--- src/rtl/arf_rate_step_controller_macros.svh ---
// Assertion helpers for the rate step controller
`ifndef ARF_RATE_STEP_CONTROLLER_MACROS_SVH
`define ARF_RATE_STEP_CONTROLLER_MACROS_SVH

// Same-cycle implication, disabled while reset is asserted
`define ARF_ASSERT_IMP(lbl, clk, rst_n, ante, cons, msg) \
	lbl: assert property (@(posedge clk) disable iff (!rst_n) (ante) |-> (cons)) \
		else $error(msg);

// Next-cycle implication, disabled while reset is asserted
`define ARF_ASSERT_NEXT(lbl, clk, rst_n, ante, cons, msg) \
	lbl: assert property (@(posedge clk) disable iff (!rst_n) (ante) |=> (cons)) \
		else $error(msg);

`endif

--- src/rtl/arf_pkg.sv ---
package arf_pkg;

	typedef logic [7:0] cnt_t;

	typedef struct packed {
		logic acked;
		logic first_only;
		logic min_rate_frame;
	} in_t;

	typedef struct packed {
		logic [3:0] rate_index;
		logic       stepped_up;
		logic       stepped_down;
	} out_t;

	typedef struct packed {
		logic [4:0] rate_total;
		logic [3:0] lowest_index;
		cnt_t       fail_limit;
		cnt_t       success_limit;
	} cfg_t;

	typedef struct packed {
		logic up;
		logic down;
	} step_flags_t;

	typedef enum logic [1:0] {
		REG_RATE_TOTAL    = 2'd0,
		REG_LOWEST_INDEX  = 2'd1,
		REG_FAIL_LIMIT    = 2'd2,
		REG_SUCCESS_LIMIT = 2'd3
	} reg_idx_t;

	localparam cfg_t CFG_RESET = '{
		rate_total:    5'd12,
		lowest_index:  4'd0,
		fail_limit:    8'd2,
		success_limit: 8'd10
	};

	function automatic cnt_t sat_inc(input cnt_t v);
		return (v == 8'hFF) ? v : cnt_t'(v + 8'd1);
	endfunction

endpackage

--- src/rtl/arf_rate_step_controller.sv ---
// Channel | Direction | Handshake          | Payload
// in      | input     | in_valid/in_ready  | in_data  (acked, first_only, min_rate_frame)
// out     | output    | out_valid/out_ready| out_data (rate_index, stepped_up, stepped_down)
// cfg     | input     | cfg_we             | cfg_index, cfg_data
//
// One report per cycle unless the result stalls: input register, one pass of counter
// update logic, result register. A report goes from the input register to the result
// register; the counter read-modify-write of the current rate's slot is the rate-setting loop.
// Reset clears the rate, all counters and loads the register defaults at once.
// A stalled result holds the input stage; min-rate reports are dropped without a result.
module arf_rate_step_controller #(
	parameter int RATE_SLOTS = 16
) (
	input  logic           clk,
	input  logic           arst_n,
	input  logic           in_valid,
	output logic           in_ready,
	input  arf_pkg::in_t   in_data,
	output logic           out_valid,
	input  logic           out_ready,
	output arf_pkg::out_t  out_data,
	input  logic           cfg_we,
	input  logic [1:0]     cfg_index,
	input  logic [7:0]     cfg_data
);
	import arf_pkg::*;

	`include "arf_rate_step_controller_macros.svh"

	localparam int IW = $clog2(RATE_SLOTS);

	cfg_t          cfg_q;
	logic [IW-1:0] rate_q;
	cnt_t          succ_q [RATE_SLOTS];
	cnt_t          fail_q [RATE_SLOTS];

	logic          valid_s1;
	in_t           item_s1;
	logic          adv_s1;
	logic          upd_s1;

	logic          out_valid_q;
	out_t          out_q;

	logic [IW-1:0] nxt_rate;
	cnt_t          succ_nxt;
	cnt_t          fail_nxt;
	cnt_t          preset;
	step_flags_t   flags;
	logic [3:0]    rate_index;
	logic [IW-1:0] rate_up;

	// Dropped reports need no room in the result register
	assign adv_s1   = valid_s1 && (item_s1.min_rate_frame || !out_valid_q || out_ready);
	assign upd_s1   = adv_s1 && !item_s1.min_rate_frame;
	assign in_ready = !valid_s1 || adv_s1;
	assign rate_up  = IW'(rate_q + IW'(1));

	assign out_valid = out_valid_q;
	assign out_data  = out_q;

	arf_step #(
		.RATE_SLOTS(RATE_SLOTS)
	) u_step (
		.cur       (rate_q),
		.succ_cnt  (succ_q[rate_q]),
		.fail_cnt  (fail_q[rate_q]),
		.cfg       (cfg_q),
		.item      (item_s1),
		.nxt_rate  (nxt_rate),
		.succ_nxt  (succ_nxt),
		.fail_nxt  (fail_nxt),
		.preset    (preset),
		.flags     (flags),
		.rate_index(rate_index)
	);

	always_ff @(posedge clk or negedge arst_n) begin
		if (!arst_n) begin
			cfg_q <= CFG_RESET;
		end else if (cfg_we) begin
			unique case (cfg_index)
				REG_RATE_TOTAL:    cfg_q.rate_total    <= cfg_data[4:0];
				REG_LOWEST_INDEX:  cfg_q.lowest_index  <= cfg_data[3:0];
				REG_FAIL_LIMIT:    cfg_q.fail_limit    <= cfg_data;
				REG_SUCCESS_LIMIT: cfg_q.success_limit <= cfg_data;
				default:           cfg_q <= cfg_q;
			endcase
		end
	end

	always_ff @(posedge clk or negedge arst_n) begin
		if (!arst_n) begin
			valid_s1 <= 1'b0;
		end else if (in_ready) begin
			valid_s1 <= in_valid;
		end
	end

	always_ff @(posedge clk) begin
		if (in_ready && in_valid) begin
			item_s1 <= in_data;
		end
	end

	always_ff @(posedge clk or negedge arst_n) begin
		if (!arst_n) begin
			rate_q <= '0;
			for (int i = 0; i < RATE_SLOTS; i++) begin
				succ_q[i] <= '0;
				fail_q[i] <= '0;
			end
		end else if (upd_s1) begin
			rate_q         <= nxt_rate;
			succ_q[rate_q] <= succ_nxt;
			fail_q[rate_q] <= fail_nxt;
			// preset the failures of the rate stepped up to
			if (flags.up) begin
				fail_q[rate_up] <= preset;
			end
		end
	end

	always_ff @(posedge clk or negedge arst_n) begin
		if (!arst_n) begin
			out_valid_q <= 1'b0;
		end else if (upd_s1) begin
			out_valid_q <= 1'b1;
		end else if (out_ready) begin
			out_valid_q <= 1'b0;
		end
	end

	always_ff @(posedge clk) begin
		if (upd_s1) begin
			out_q.rate_index   <= rate_index;
			out_q.stepped_up   <= flags.up;
			out_q.stepped_down <= flags.down;
		end
	end

	`ARF_ASSERT_IMP(a_one_step_dir, clk, arst_n, out_valid_q, !(out_q.stepped_up && out_q.stepped_down), "both ways")
	`ARF_ASSERT_NEXT(a_step_up_moves, clk, arst_n, upd_s1 && flags.up, rate_q == IW'($past(rate_q) + IW'(1)), "no step")
	`ARF_ASSERT_IMP(a_ready_when_free, clk, arst_n, !out_valid_q, in_ready, "input stalled when empty")

endmodule

--- src/rtl/arf_step.sv ---
module arf_step #(
	parameter int RATE_SLOTS = 16
) (
	input  logic [$clog2(RATE_SLOTS)-1:0] cur,
	input  arf_pkg::cnt_t                 succ_cnt,
	input  arf_pkg::cnt_t                 fail_cnt,
	input  arf_pkg::cfg_t                 cfg,
	input  arf_pkg::in_t                  item,
	output logic [$clog2(RATE_SLOTS)-1:0] nxt_rate,
	output arf_pkg::cnt_t                 succ_nxt,
	output arf_pkg::cnt_t                 fail_nxt,
	output arf_pkg::cnt_t                 preset,
	output arf_pkg::step_flags_t          flags,
	output logic [3:0]                    rate_index
);
	import arf_pkg::*;

	localparam int IW = $clog2(RATE_SLOTS);
	localparam int CW = ((IW + 1) > 5) ? (IW + 1) : 5;

	logic [CW-1:0] cur_ext;
	logic [CW-1:0] cur_plus;
	logic [CW-1:0] nxt_ext;
	cnt_t          succ_a;
	cnt_t          fail_a;
	logic          down_hit;
	logic          up_hit;
	logic          up_room;

	always_comb begin
		cur_ext  = CW'(cur);
		cur_plus = cur_ext + CW'(1);
		up_room  = (cur_plus < CW'(cfg.rate_total)) && (cur_plus < CW'(RATE_SLOTS));

		if (item.first_only) begin
			fail_a = '0;
			succ_a = sat_inc(succ_cnt);
		end else if (cur_ext != CW'(cfg.lowest_index)) begin
			succ_a = '0;
			fail_a = sat_inc(fail_cnt);
		end else begin
			succ_a = cnt_t'(item.acked);
			fail_a = fail_cnt;
		end

		down_hit = !item.first_only && (fail_a == cfg.fail_limit);
		up_hit   = item.first_only && (succ_a == cfg.success_limit);

		fail_nxt = down_hit ? '0 : fail_a;
		succ_nxt = up_hit ? '0 : succ_a;

		flags.down = down_hit && (cur != '0);
		flags.up   = up_hit && up_room;

		preset = (cfg.fail_limit == '0) ? '0 : cnt_t'(cfg.fail_limit - 8'd1);

		if (flags.up) begin
			nxt_rate = IW'(cur_plus);
		end else if (flags.down) begin
			nxt_rate = IW'(cur_ext - CW'(1));
		end else begin
			nxt_rate = cur;
		end

		nxt_ext    = CW'(nxt_rate);
		rate_index = nxt_ext[3:0];
	end

endmodule
--- config.mk ---
export PLATFORM = sky130hd
export DESIGN_NAME = arf_rate_step_controller
export DESIGN_NICKNAME = d
export VERILOG_FILES = /design/src/rtl/arf_pkg.sv /design/src/rtl/arf_rate_step_controller.sv /design/src/rtl/arf_step.sv
export VERILOG_INCLUDE_DIRS = /design/src /design/src/rtl
export SDC_FILE = /design/constraint.sdc
export NUM_CORES = 1
export LEC_CHECK = 0
export ABC_CLOCK_PERIOD_IN_PS = 14400
export BUFFER_PORTS_ARGS = -buffer_cell sky130_fd_sc_hd__buf_2
export CORE_MARGIN = 4
export CORE_UTILIZATION = 35
export CTS_CLUSTER_DIAMETER = 150
export DETAILED_ROUTE_END_ITERATION = 7
export GPL_TIMING_DRIVEN = 0
export PLACE_DENSITY = 0.52
export SETUP_SLACK_MARGIN = 0.15
export SLEW_MARGIN = 30
export SYNTH_ARGS = -nofsm -noshare
export SYNTH_HDL_FRONTEND = slang
export SYNTH_SLANG_ARGS = --single-unit
--- constraint.sdc ---
create_clock -name clk -period 14.4 [get_ports clk]
set_input_delay 0 -clock clk [delete_from_list [all_inputs] [get_ports clk]]
set_output_delay 0 -clock clk [all_outputs]
set_load 0.05 [all_outputs]
==> flow_summary.yaml <==
final_layout:
  final_common_cell: "dfrtp_1"
  n_antenna_cell: 0
  drive_gt1_share_pct: 21.4
  syn_to_final_growth_pct: 14.6
  fin_nets: 1783
  layout_common_cells: "282 x dfrtp_1, 196 x nand2_1, 136 x o21ai_0, 105 x nor2_1, 90 x a21oi_1"
  instances_no_fill: 2387
cts:
  cts_buffer_depth: 3
  clk_pin_slew_ns: 0.06
  clock_sinks: 296
  cts_setup_buffers: 0
  clock-root-buffer: "clkbuf_16"
  htreeDepth: 2
  insertion_delay_ns: 0.58
  cts_made_buffers: 37
  cts_tree: "built"
global_route:
  grt-ovfl-total: 0
  grt_usage_pct: 27.3
  grt_pass1_vias: 15100
  busiest_layer: "met2"
  grt_max_degree: 83
  use_met2_pct: 40.8
  antenna_found_initial: 3
  use_met3_pct: 5.86
  grt_pass1_wl_mm: 106
  grt_use_met1_pct: 38.6
timing:
  tightestPinTransition_ns: 1.13
  max_freq_mhz: 134
  hold-worst-slack_ns: 0.00162
  slew_headroom_pct: 24.3
  finalClockSkew_ns: 0.0332
  fin_setup_tns_ns: 0
  finalCritPeriodShare_pct: 51.7
  drv_slew: 0
  final_hold_viol_count: 0
  rsz0062_at_grt: "no"
  fin_crit_ns: 7.45
  finalSetupViolations: 0
power:
  power_leakage_nw: 7.63
  vdd_drop_max_v: 0.0000938
  total_power_w: 0.00374
  powerDensity_nw_per_um2: 191
detailed_routing:
  dr.pass1.iters: 7
  viasPerCell: 6.49
  first_iter_violations: 2157
  drc: 0
  wl_per_cell_um: 30.6
  wirelength_mm: 73.1
  postRouteAntennaNets: 0
  vias: 15500
synthesis:
  synth-async-reset-ratio_pct: 97.0
  synth_top_cell_area_share_pct: 41.2
  synth_warnings: 0
  synth_ff_type: "dfrtp_1"
  syn_inst: 1654
  synth_area_per_cell_um2: 10.4
  ys_types: 93
  synth_area_leaders: "dfrtp_1 41%, mux4_2 8.4%, o221a_2 4.6%"
  synthesis.area_um2: 17100
  synth_nets: 1686
  seq_area_frac_synth_pct: 43.5
  synth_edf_count: 9
  synth_top_area_cell: "dfrtp_1"
  synth_seq_cells: 296
critical_path:
  cp.required_ns: 14.83
  start_kind: "flop"
  critical_path_class: "flop to flop"
  worstSetupEndpointType: "flop"
  cp.arrival_ns: 7.88
  worstPathMaxFanout: 10
run:
  max_cap_viol_count: 0
placement:
  place_hpwl_mm: 52.5
  place_congestion: 0.994
  port-buffer-count: 25
  dpl.cell_count: 2301
worst_hold_path:
  hp-class: "input pin to async pin"
floorplanning:
  die-area_um2: 52600
  fp.coreArea_um2: 48000
  ios: 26
  num_rows: 80
  die_h_um: 229
  die_w_um: 229
  start_util_pct: 35.7
status:
  status: "completed"
## critical path, stage by stage (launching register included)
cell      delay, ns
dfrtp_1        0.54
buf_4          0.31
buf_6          0.21
clkbuf_1       0.59
clkbuf_1       0.59
nand3_1        0.17
xor2_1         0.43
clkinv_1       0.47
clkbuf_1       0.41
ha_1           0.36
o21ai_0        0.07
nand2b_1       0.08
a211oi_1       0.43
o21ai_1        0.47
nor4_1         0.45
nand4_1        0.92
nor3b_1        0.47
a221oi_1       0.26
## flip-flops by register name, indices dropped and copies added, names as in the netlist
register	count
cfg_q	25
fail_q	128
item_s1	3
out_data	6
out_valid	1
rate_q	4
succ_q	128
valid_s1	1
## where the power goes
| part | switching (W) | total (W) | internal, W |
|---|---|---|---|
| Clock | 0.000380 | 0.000901 | 0.000521 |
| Sequential | 0.0000884 | 0.00104 | 0.000950 |
| Combinational | 0.00122 | 0.00180 | 0.000585 |
## synthesized netlist by cell type, drive strengths merged (11+ instances only)
cell and instances:
nand2b 17, xnor2 14, o211ai 11, dfrtp 282, o21ai 154, nor3 47, nor2 114, clkbuf 72
a21oi 91, nand2 196, buf 49, nor4 13, mux4 64, ha 14, nand4 31, nand3 70
mux2i 24, and2 14, or2 11, a221o 31, o221a 85, mux2 66, inv 22
## per-stage QoR
stage / area [um2] / utilization (%) / setup slack [ns]
after floorplan: 17100 / - / 9.83
after global placement: 18000 / 37.5 / 7.38
after detailed placement: 18200 / 37.9 / 7.39
after CTS: 19600 / 40.8 / 7.30
after global routing: 19600 / 40.9 / 6.83
final: 19600 / 40.9 / 6.95
## kinds of logic after synthesis
group / share of synthesized area, %
muxes: 14.2
adders and majority gates: 1.02
and+or+nand+nor: 15.7
buffers and inverters: 4.08
DFF: 43.5
AOI/OAI and AO/OA: 20.3
xor gates and xnor gates: 1.22
## worst paths after layout
kind                            cells after the start  slack [ns]                    from                       to
worst max-delay path                               17        6.95   rate_q[2]$_DFFE_PN0P_   fail_q[71]$_DFFE_PN0P_
worst min-delay path                                2       0.002                  arst_n  fail_q[103]$_DFFE_PN0P_
worst max register to register                     17        6.95   rate_q[2]$_DFFE_PN0P_   fail_q[71]$_DFFE_PN0P_
worst min register to register                      2        0.48  succ_q[47]$_DFFE_PN0P_   succ_q[47]$_DFFE_PN0P_
max in group asynchronous                           3       13.55                  arst_n     cfg_q[9]$_DFFE_PN1P_
min in group clk                                    2        0.15              in_data[0]     item_s1[0]$_DFFE_PP_
## final cells by class
type                    count  area (um2)
clock buffers              52        1040
clock inverters             8        82.6
plain buffers             121         603
well taps                 615         769
flip-flops and latches    296        7460
multi-input cells        1211        9060
fillers                  4711       28400
inverters                  26        98.8
repair buffers             58         515
## repair_timing
action,CTS,global route
endpoints found under the hold margin,315,0
gates resized for setup,0,0
hold buffers,26,0
## per-layer routing
metal / wire, um / part of all wire, %
met1: 31400 / 43
met2: 31600 / 43
met3: 6460 / 8.8
met4: 3620 / 4.9
met5: 0 / 0
(Power assumes the default switching activity.)
